**config.mk**
```make
export PLATFORM = sky130hd
export DESIGN_NAME = ir_remote_frame_decoder_core
export DESIGN_NICKNAME = d
export VERILOG_FILES = /design/src/hw/rtl/irfd_pkg.sv /design/src/hw/rtl/irfd_bit_slicer.sv /design/src/hw/rtl/irfd_frame_store.sv /design/src/hw/rtl/irfd_cmd_decoder.sv /design/src/hw/rtl/ir_remote_frame_decoder_core.sv
export SDC_FILE = /design/constraint.sdc
export NUM_CORES = 1
export LEC_CHECK = 0
export BUFFER_PORTS_ARGS = -buffer_cell sky130_fd_sc_hd__buf_4
export CORE_ASPECT_RATIO = 0.6
export CORE_UTILIZATION = 40
export CTS_CLUSTER_DIAMETER = 60
export DETAILED_ROUTE_END_ITERATION = 10
export PLACE_DENSITY = 0.56
export RECOVER_POWER = 25
export SLEW_MARGIN = 20
export SYNTH_ARGS = -nofsm -noshare
export SYNTH_HDL_FRONTEND = slang
export SYNTH_HIERARCHICAL = 1
export SYNTH_SLANG_ARGS = --single-unit
```
**constraint.sdc**
```tcl
create_clock -name clk_i -period 11.7 [get_ports clk_i]
set_clock_uncertainty 0.2 [all_clocks]
set_input_delay 2.34 -clock clk_i [delete_from_list [all_inputs] [get_ports clk_i]]
set_output_delay 2.34 -clock clk_i [all_outputs]
set_load 0.01 [all_outputs]
```
**src/hw/rtl/irfd_pkg.sv**
```systemverilog
// Shared types and constants for the infrared remote frame decoder.
`timescale 1ns / 1ps
`default_nettype none

package irfd_pkg;

  localparam int unsigned FrameBitsDef = 112;
  localparam int unsigned NumBytes     = 14;
  localparam int unsigned IntervalW    = 16;
  localparam int unsigned CfgIdxW      = 2;

  localparam logic [IntervalW-1:0] BitLowLimitRst  = 16'd800;
  localparam logic [IntervalW-1:0] BitHighLimitRst = 16'd2300;
  localparam logic [IntervalW-1:0] OneThresholdRst = 16'd2100;

  localparam logic [CfgIdxW-1:0] CfgBitLowLimit  = 2'd0;
  localparam logic [CfgIdxW-1:0] CfgBitHighLimit = 2'd1;
  localparam logic [CfgIdxW-1:0] CfgOneThreshold = 2'd2;

  localparam logic [7:0] CmdPower      = 8'h85;
  localparam logic [7:0] CmdTempA      = 8'h80;
  localparam logic [7:0] CmdTempB      = 8'h81;
  localparam logic [7:0] CmdMode       = 8'h86;
  localparam logic [7:0] CmdFan        = 8'h84;
  localparam logic [7:0] CmdResvToggle = 8'h8B;
  localparam logic [7:0] CmdResvSelect = 8'h82;

  localparam logic [7:0] Pat40 = 8'h40;
  localparam logic [7:0] PatC0 = 8'hC0;
  localparam logic [7:0] Pat80 = 8'h80;
  localparam logic [7:0] Pat20 = 8'h20;

  localparam logic [7:0] TempSetSel  = 8'h00;
  localparam logic [7:0] TempResvSel = 8'h02;

  localparam logic [7:0] FanCode0 = 8'h60;
  localparam logic [7:0] FanCode1 = 8'h40;
  localparam logic [7:0] FanCode2 = 8'h20;
  localparam logic [7:0] FanCode3 = 8'hA0;

  localparam logic [4:0] TempRst = 5'd16;

  typedef logic [NumBytes-1:0][7:0] frame_bytes_t;

  typedef struct packed {
    logic [IntervalW-1:0] low_limit;
    logic [IntervalW-1:0] high_limit;
    logic [IntervalW-1:0] one_thr;
  } cfg_t;

  typedef struct packed {
    logic valid;
    logic value;
  } bit_t;

  typedef struct packed {
    logic       power;
    logic [4:0] temp;
    logic [4:0] resv_time;
    logic [4:0] resv_temp;
    logic [1:0] mode;
    logic [1:0] speed;
    logic       resv_on;
    logic       resv_sel;
  } settings_t;

endpackage

`default_nettype wire

```
**src/hw/rtl/irfd_bit_slicer.sv**
```systemverilog
// Interval classifier: decides whether an interval is a data bit and its value.
`timescale 1ns / 1ps
`default_nettype none

module irfd_bit_slicer
  import irfd_pkg::*;
(
  input  logic [IntervalW-1:0] interval_i,
  input  cfg_t                 cfg_i,
  output bit_t                 bit_o
);

  assign bit_o.valid = (interval_i > cfg_i.low_limit) && (interval_i < cfg_i.high_limit);
  assign bit_o.value = interval_i > cfg_i.one_thr;

endmodule

`default_nettype wire

```
**src/hw/rtl/irfd_frame_store.sv**
```systemverilog
// Bit counter and frame byte store, with the merged byte view for decode.
`timescale 1ns / 1ps
`default_nettype none

module irfd_frame_store
  import irfd_pkg::*;
#(
  parameter int unsigned FrameBits = FrameBitsDef
) (
  input  logic         clk_i,
  input  logic         rst_ni,
  input  logic         step_i,
  input  bit_t         bit_i,
  output logic         done_o,
  output frame_bytes_t bytes_o
);

  localparam int unsigned CntW  = $clog2(FrameBits);
  localparam int unsigned ByteW = CntW - 3;

  logic [CntW-1:0]  count_q, count_d;
  frame_bytes_t     bytes_q, bytes_d;
  logic [ByteW-1:0] byte_idx;
  logic [2:0]       bit_pos;

  assign byte_idx = count_q[CntW-1:3];
  assign bit_pos  = ~count_q[2:0];
  assign done_o   = bit_i.valid && (count_q == CntW'(FrameBits - 1));

  always_comb begin
    bytes_d = bytes_q;
    for (int b = 0; b < NumBytes; b++) begin
      if (bit_i.valid && (byte_idx == ByteW'(b))) begin
        bytes_d[b][bit_pos] = bit_i.value;
      end
    end
  end

  always_comb begin
    if (!bit_i.valid || done_o) begin
      count_d = '0;
    end else begin
      count_d = count_q + 1'b1;
    end
  end

  assign bytes_o = bytes_d;

  always_ff @(posedge clk_i or negedge rst_ni) begin
    if (!rst_ni) begin
      count_q <= '0;
    end else if (step_i) begin
      count_q <= count_d;
    end
  end

  always_ff @(posedge clk_i) begin
    if (step_i) begin
      bytes_q <= bytes_d;
    end
  end

endmodule

`default_nettype wire

```
**src/hw/rtl/irfd_cmd_decoder.sv**
```systemverilog
// Command decoder: applies a completed frame to the current settings.
`timescale 1ns / 1ps
`default_nettype none

module irfd_cmd_decoder
  import irfd_pkg::*;
(
  input  logic         done_i,
  input  frame_bytes_t bytes_i,
  input  settings_t    cur_i,
  output settings_t    next_o,
  output logic         error_o
);

  logic [7:0] cmd, b3, b4, b5, b7;
  logic [4:0] tval;
  logic       pat_a, pat_b, pat_c;

  assign cmd  = bytes_i[12];
  assign b3   = bytes_i[3];
  assign b4   = bytes_i[4];
  assign b5   = bytes_i[5];
  assign b7   = bytes_i[7];
  assign tval = {1'b1, bytes_i[1][7:4]};

  assign pat_a = (b4 == Pat40) && (b7 == Pat20);
  assign pat_b = (b4 == PatC0) && (b7 == Pat80);
  assign pat_c = (b4 == Pat40) && (b7 == Pat40);

  always_comb begin
    next_o  = cur_i;
    error_o = 1'b0;
    if (done_i) begin
      if (cmd == CmdPower) begin
        next_o.power = pat_a || pat_b || pat_c;
      end else if (cmd inside {CmdTempA, CmdTempB}) begin
        if (b3 == TempSetSel) begin
          next_o.temp = tval;
        end else if (b3 == TempResvSel) begin
          if (!cur_i.resv_sel) begin
            next_o.resv_time = tval;
          end else begin
            next_o.resv_temp = tval;
          end
        end else begin
          error_o = 1'b1;
        end
      end else if (cmd == CmdMode) begin
        if (pat_c) begin
          next_o.mode = 2'd0;
        end else if (pat_b) begin
          next_o.mode = 2'd1;
        end else if (pat_a) begin
          next_o.mode = 2'd2;
        end
      end else if (cmd == CmdFan) begin
        case (b5)
          FanCode0: next_o.speed = 2'd0;
          FanCode1: next_o.speed = 2'd1;
          FanCode2: next_o.speed = 2'd2;
          FanCode3: next_o.speed = 2'd3;
          default:  next_o.speed = cur_i.speed;
        endcase
      end else if (cmd == CmdResvToggle) begin
        next_o.resv_on = ~cur_i.resv_on;
      end else if (cmd == CmdResvSelect) begin
        next_o.resv_sel = ~cur_i.resv_sel;
      end else begin
        error_o = 1'b1;
      end
    end
  end

endmodule

`default_nettype wire

```
**src/hw/rtl/ir_remote_frame_decoder_core.sv**
```systemverilog
// Top level of the infrared remote frame decoder.
// Takes one edge interval per request and returns one result per request
// holding the unit settings after that interval. Throughput is one request
// per clock while results are taken; each request passes the input register,
// the bit and command update and then the result register. While a result
// waits, the input register still takes one request. The user must write limits
// through the configuration channel only while the block is idle; the block does not enforce it.
`timescale 1ns / 1ps
`default_nettype none

module ir_remote_frame_decoder_core
  import irfd_pkg::*;
#(
  parameter int unsigned FrameBits = FrameBitsDef
) (
  input  logic                 clk_i,
  input  logic                 rst_ni,

  input  logic                 cfg_valid_i,
  output logic                 cfg_ready_o,
  input  logic [CfgIdxW-1:0]   cfg_index_i,
  input  logic [IntervalW-1:0] cfg_data_i,

  input  logic                 in_valid_i,
  output logic                 in_ready_o,
  input  logic [IntervalW-1:0] pulse_interval_i,

  output logic                 out_valid_o,
  input  logic                 out_ready_i,
  output logic                 power_on_o,
  output logic [4:0]           set_temperature_o,
  output logic [4:0]           reserve_time_value_o,
  output logic [4:0]           reserve_temperature_o,
  output logic [1:0]           op_mode_o,
  output logic [1:0]           fan_speed_o,
  output logic                 reserve_enabled_o,
  output logic                 reserve_field_select_o,
  output logic                 frame_done_o,
  output logic                 frame_error_o
);

  cfg_t                 cfg_q;
  logic                 in_valid_q;
  logic [IntervalW-1:0] interval_q;
  logic                 out_valid_q;
  settings_t            set_q, set_d;
  settings_t            res_set_q;
  logic                 res_done_q, res_err_q;

  logic                 step;
  bit_t                 bit_s;
  logic                 done;
  logic                 err;
  frame_bytes_t         bytes;

  assign cfg_ready_o = 1'b1;
  assign step        = in_valid_q && (!out_valid_q || out_ready_i);
  assign in_ready_o  = !in_valid_q || step;

  always_ff @(posedge clk_i or negedge rst_ni) begin
    if (!rst_ni) begin
      cfg_q.low_limit  <= BitLowLimitRst;
      cfg_q.high_limit <= BitHighLimitRst;
      cfg_q.one_thr    <= OneThresholdRst;
    end else if (cfg_valid_i) begin
      case (cfg_index_i)
        CfgBitLowLimit:  cfg_q.low_limit  <= cfg_data_i;
        CfgBitHighLimit: cfg_q.high_limit <= cfg_data_i;
        CfgOneThreshold: cfg_q.one_thr    <= cfg_data_i;
        default:         cfg_q            <= cfg_q;
      endcase
    end
  end

  // hold the request until the update stage takes it
  always_ff @(posedge clk_i or negedge rst_ni) begin
    if (!rst_ni) begin
      in_valid_q <= 1'b0;
    end else if (in_valid_i && in_ready_o) begin
      in_valid_q <= 1'b1;
    end else if (step) begin
      in_valid_q <= 1'b0;
    end
  end

  always_ff @(posedge clk_i) begin
    if (in_valid_i && in_ready_o) begin
      interval_q <= pulse_interval_i;
    end
  end

  irfd_bit_slicer u_slicer (
    .interval_i (interval_q),
    .cfg_i      (cfg_q),
    .bit_o      (bit_s)
  );

  irfd_frame_store #(
    .FrameBits (FrameBits)
  ) u_store (
    .clk_i   (clk_i),
    .rst_ni  (rst_ni),
    .step_i  (step),
    .bit_i   (bit_s),
    .done_o  (done),
    .bytes_o (bytes)
  );

  irfd_cmd_decoder u_decoder (
    .done_i  (done),
    .bytes_i (bytes),
    .cur_i   (set_q),
    .next_o  (set_d),
    .error_o (err)
  );

  always_ff @(posedge clk_i or negedge rst_ni) begin
    if (!rst_ni) begin
      set_q.power     <= 1'b1;
      set_q.temp      <= TempRst;
      set_q.resv_time <= TempRst;
      set_q.resv_temp <= TempRst;
      set_q.mode      <= 2'd0;
      set_q.speed     <= 2'd0;
      set_q.resv_on   <= 1'b0;
      set_q.resv_sel  <= 1'b0;
    end else if (step) begin
      set_q <= set_d;
    end
  end

  always_ff @(posedge clk_i or negedge rst_ni) begin
    if (!rst_ni) begin
      out_valid_q <= 1'b0;
    end else if (step) begin
      out_valid_q <= 1'b1;
    end else if (out_ready_i) begin
      out_valid_q <= 1'b0;
    end
  end

  always_ff @(posedge clk_i) begin
    if (step) begin
      res_set_q  <= set_d;
      res_done_q <= done;
      res_err_q  <= err;
    end
  end

  assign out_valid_o            = out_valid_q;
  assign power_on_o             = res_set_q.power;
  assign set_temperature_o      = res_set_q.temp;
  assign reserve_time_value_o   = res_set_q.resv_time;
  assign reserve_temperature_o  = res_set_q.resv_temp;
  assign op_mode_o              = res_set_q.mode;
  assign fan_speed_o            = res_set_q.speed;
  assign reserve_enabled_o      = res_set_q.resv_on;
  assign reserve_field_select_o = res_set_q.resv_sel;
  assign frame_done_o           = res_done_q;
  assign frame_error_o          = res_err_q;

endmodule

`default_nettype wire

```
==> results of run 1 <==
[routing by layer]
metal / routed length (µm) / part of all wire (%) / track usage [%] / up-vias
li1: - / - / - / 2523
met1: 10310 / 55 / 28.66 / 2658
met2: 7513 / 40 / 24.23 / 99
met3: 707 / 3.8 / 3.089 / 18
met4: 259 / 1.4 / 6.349 / 0
met5: 0 / 0 / 0 / -
[area by class of cell]
class                           instances  area [µm²]  share of cell area (%)
Clock buffer                           17       425.4                   4.360
Clock inverter                         15       165.2                   1.693
Inverter                               56       210.2                   2.154
Multi-Input combinational cell        403        3587                   36.76
Sequential cell                       163        4522                   46.34
Tap cell                              279       349.1                   3.577
Timing Repair Buffer                   67       499.2                   5.116
[state kept, by name (all words and copies together), names as in the netlist, 2 cells and up]
name                   flops
reserve_temperature_o      5
u_store/bytes_q           44
set_q                     22
u_store/count_q            7
cfg_q                     48
set_temperature_o          5
reserve_time_value_o       5
interval_q                16
op_mode_o                  2
fan_speed_o                2
[final timing paths]
check                                from        end  cells past startpoint  slack [ns]
max in group clk_i         interval_q[14]  set_q[12]                     13        6.01
max reg2reg                interval_q[14]  set_q[12]                     13        6.01
min                              set_q[7]   set_q[7]                      1        0.30
max                                rst_ni  cfg_q[24]                      1        5.47
min in group asynchronous          rst_ni   cfg_q[6]                      1        3.31
min reg2reg                      set_q[7]   set_q[7]                      1        0.30
[power groups by stage]
stage          combinational, mW  sequential (mW)  clock, mW
2_1_floorplan              0.186            0.701          0
3_3_place_gp               0.240            0.709          0
3_5_place_dp               0.246            0.712          0
4_1_cts                    0.248            0.701      0.567
5_1_grt                    0.276            0.708      0.591
6_report                   0.246            0.700      0.554
[through the flow]
stage | std cells | utilization (%) | worst slack (ns) | power, mW
floorplan | 674 | - | 6.360 | 0.8864
global placement | 968 | 43.61 | 6.245 | 0.9487
detailed placement | 968 | 43.61 | 6.104 | 0.9582
CTS | 1000 | 46.41 | 6.073 | 1.516
global route | 1000 | 46.39 | 4.552 | 1.575
finish | 1000 | 46.39 | 5.472 | 1.501
==> results.cfg, run 1 <==
[worst_setup_path]
arrival_ns = 5.51
path_cells = clkbuf_1
crit_required_ns = 10.98
path_class = in -> async
critPathCaptureType = asynchronous set/reset pin
critPathSlowestCell = clkbuf_1
cpPeakStageDelay_ns = 3.10
path_max_fanout = 79
cp_top_family = buffers and inverters
path_buf_inv = 1
cp-start-kind = input port

[finish]
stdcell_area_um2 = 9758
nFillCells = 1874
antennaDiodeCount = 0
fin_nets = 795
final_cell_mix = mux2_2, edfxtp_1, dfrtp_1, inv_1, buf_4
layout-drive-gt1-share_pct = 37.73
area_growth_pct = 13.44
final_common_cell = mux2_2

[die]
initial_core_util_pct = 40.90
dieArea_um2 = 22110
die_w_um = 191.3
row_count = 41
die-height_um = 115.6
core_area_um2 = 21030
io-pin-count = 66

[place]
post-dp-hpwl_mm = 12.99
port_buffers = 64
gp_congestion = 0.7923
placed_area_um2 = 9171

[clocking]
cts_tree = yes
clock_latency_ns = 0.43
clk_path_buf_depth = 2
cts_hold_buf = 0
htree_levels = 4
clkTransAtPathRegs_ns = 0.08
cts_made_buffers = 17
clock_sinks = 163
post_cts_buffers = 0
ctsResizeCount = 0
cts-root-buf = clkbuf_16

[detailed_routing]
wl_per_cell_um = 18.79
num_vias = 5298
dr.pass1.iters = 4
drc_errors = 0
drt.antenna.violating_nets = 0
wl_mm = 18.79
drt_iter0_drc = 315
viasPerCell = 5.298

[timing]
slew_headroom_pct = -199.9
hold_slack_ns = 0.3050
setup_viol = 0
fin_crit_ns = 6.228
setup_tns_ns = 0
finalHoldViolCount = 0
fin_crit_sh_pct = 53.23
rsz0062_at_grt = no
worstMarginPinSlew_ns = 4.499
max_freq_mhz = 160.6
drv_slew = 80

[synthesis]
postSynthAreaPerCell_um2 = 12.76
synth_nets = 761
yosysWarnings = 6
syn_area_um2 = 8602
synthCells = 674

[status]
status = complete, but fails checks
violations = capacitance limit, slew limit

[power_and_ir_drop]
irDropWorstVdd_uv = 94.05
powerDensity_nw_per_um2 = 153.8
p_switching_mw = 0.4414
p_comb_share_pct = 16.4
pwr-share-clk_pct = 36.9
power.internal_mw = 1.059
leakage_nw = 3.938
pwr-share-seq_pct = 46.6
p_sw_share_pct = 29.41

[min_path]
hp-class = reg -> reg

[grt]
grt_pass1_vias = 5298
grt_antenna_before_repair = 0
grt-ovfl-total = 0
grt_usage_pct = 18.06
grt_first_pass_wirelength_mm = 29.91
grt_max_degree = 80

[flow_run]
maxCapViolCount = 1
No activity file was read; power rests on OpenSTA's default activity.
==> inputs of run 2 (changes only) <==
Settings changed: PLACE_DENSITY 0.56 to 0.58.
Clock period 11.7 ns to 5.4 ns, I/O delays scaled along.
==> run 2 against run 1 <==
Against the previous run:
- sequential power rose by 120%
- final cell count rose by 0.30%
- worst setup slack got worse by 5.1 ns
- via count rose by 0.19%
- combinational power rose by 120%
- the flow still finishes with violations (capacitance limit, slew limit)
- final area fell by 0.29%
- clock-buffer cell count rose by 6
- utilization fell by 0.14 points
- global-route usage fell by 0.11 points
- critical endpoint is now set_q[14]
==> results.cfg, run 2 (synthesis gave the netlist of run 1 again) <==
[timing]
fin_crit_ns = 5.021
slew_headroom_pct = -147.9
max_freq_mhz = 199.1
worstMarginPinSlew_ns = 3.718
rsz0062_at_grt = no
setup_viol = 0
finalHoldViolCount = 0
drv_slew = 80
fin_crit_sh_pct = 92.99
setup_tns_ns = 0

[worst_setup_path]
cp-start-kind = register
critPathCaptureType = register
critPathSlowestCell = dfstp_2
cpPeakStageDelay_ns = 0.53
arrival_ns = 5.13
crit_top_cell = mux2_2
cp_top_family = simple AND/OR/NAND/NOR gates
path_buf_inv = 1
crit_required_ns = 5.51
path_class = reg -> reg
path_depth = 14
r2r_cells = 14
path_cells = inv_1 -> ha_1 -> nand4_1 -> nor4_2 -> a21oi_1 -> a211oi_2 -> or3b_4 -> nor3_2 -> mux2_2 -> nor4b_2 -> and3_1 -> and4b_1 -> mux2_4 -> mux2_2
path_max_fanout = 10

[power_and_ir_drop]
leakage_nw = 3.920
powerDensity_nw_per_um2 = 323.6
irDropWorstVdd_uv = 244.5
total_power_mw = 3.149

[die]
initial_core_util_pct = 40.90
io-pin-count = 66
core_area_um2 = 21030
dieArea_um2 = 22110
row_count = 41
die-height_um = 115.6
die_w_um = 191.3

[clocking]
cts_tree = yes
clock_latency_ns = 0.43
clock_sinks = 163
cts-root-buf = clkbuf_16
clk_path_buf_depth = 2
htree_levels = 4
clkTransAtPathRegs_ns = 0.06
cts_made_buffers = 17

[min_path]
min_path_cells = 1
hp-class = reg -> reg

[detailed_routing]
wl_per_cell_um = 18.33
dr.pass1.iters = 5
viasPerCell = 5.292
wl_mm = 18.38
num_vias = 5308
drc_errors = 0
drt.antenna.violating_nets = 0
drt_iter0_drc = 355

[finish]
largest_reg_flops = 48
nFillCells = 1877
layout-drive-gt1-share_pct = 37.43
final_cell_mix = mux2_2, edfxtp_1, dfrtp_1, inv_1, buf_4
final_common_cell = mux2_2
top_register = cfg_q
fin_nets = 799
antennaDiodeCount = 0
reg_top3 = cfg_q: 48 flops, u_store/bytes_q: 44 flops, set_q: 22 flops
area_growth_pct = 13.11

[grt]
grt_pass1_vias = 5421
grt-ovfl-total = 0
grt_first_pass_wirelength_mm = 29.79
grt_max_degree = 80
grt_usage_pct = 17.94
grt_antenna_before_repair = 0

[status]
status = complete, but fails checks
violations = capacitance limit, slew limit

[place]
post-dp-hpwl_mm = 12.95
port_buffers = 64
gp_congestion = 0.8601

[flow_run]
maxCapViolCount = 1
run 2: cell count changes in the layout (fill, tap and decap cells not counted), sizes merged:
cell         before  now
buf              49   53
clkinv            5    3
inv              63   57
clkbuf           35   40
clkinvlp          3    4
dlygate4sd2       0    1
run 2: repair_timing:
item,CTS,global route
hold buffers,0,0
buffers inserted,0,0
setup endpoints to repair,0,1
gates resized for setup,0,2
run 2: per-stage QoR:
step	setup slack [ns]	utilization (%)	std cells	hold slack (ns)	area, µm²
detailed placement	0.2453	43.75	972	0.2878	9201
finish	0.3786	46.26	1003	0.3008	9729
global placement	0.4155	43.75	972	0.2739	9201
global route	0.07801	46.26	1003	0.3216	9729
CTS	0.2509	46.20	1003	0.3016	9717
floorplan	0.7474	-	674	0.2572	8602
run 2: final timing paths:
| path | startpoint | end | slack (ns) |
|---|---|---|---|
| setup reg to reg | cfg_q[41] | set_q[14] | 0.38 |
| max in group asynchronous | rst_ni | cfg_q[17] | 1.01 |
| hold / removal | in_valid_q | out_valid_o | 0.30 |
| min in group asynchronous | rst_ni | cfg_q[39] | 1.89 |
| hold reg to reg | in_valid_q | out_valid_o | 0.30 |
| setup / recovery | cfg_q[41] | set_q[14] | 0.38 |
run 2: layer usage:
| metal | vias to the layer above | GRT usage (%) | part of all wire [%] |
|---|---|---|---|
| met1 | 2651 | 27.67 | 54 |
| met2 | 110 | 24.23 | 40 |
| met5 | - | 0 | 0 |
| met3 | 16 | 4.634 | 4.6 |
| met4 | 0 | 5.450 | 1.2 |
| li1 | 2531 | - | - |
run 2: where the power goes:
part | leakage (nW) | internal [mW] | switching [mW]
Clock | 0.240 | 0.598 | 0.486
Combinational | 1.94 | 0.237 | 0.312
Sequential | 1.74 | 1.45 | 0.0678
Total | 3.92 | 2.28 | 0.866
run 2: area by class of cell:
class	count	area (µm²)	share of cell area (%)
repair buffers	71	530.5	5.453
well taps	279	349.1	3.588
flip-flops and latches	163	4522	46.48
clock inverters	8	57.56	0.5916
clock buffers	23	457.9	4.707
multi-input cells	403	3602	37.02
inverters	56	210.2	2.160
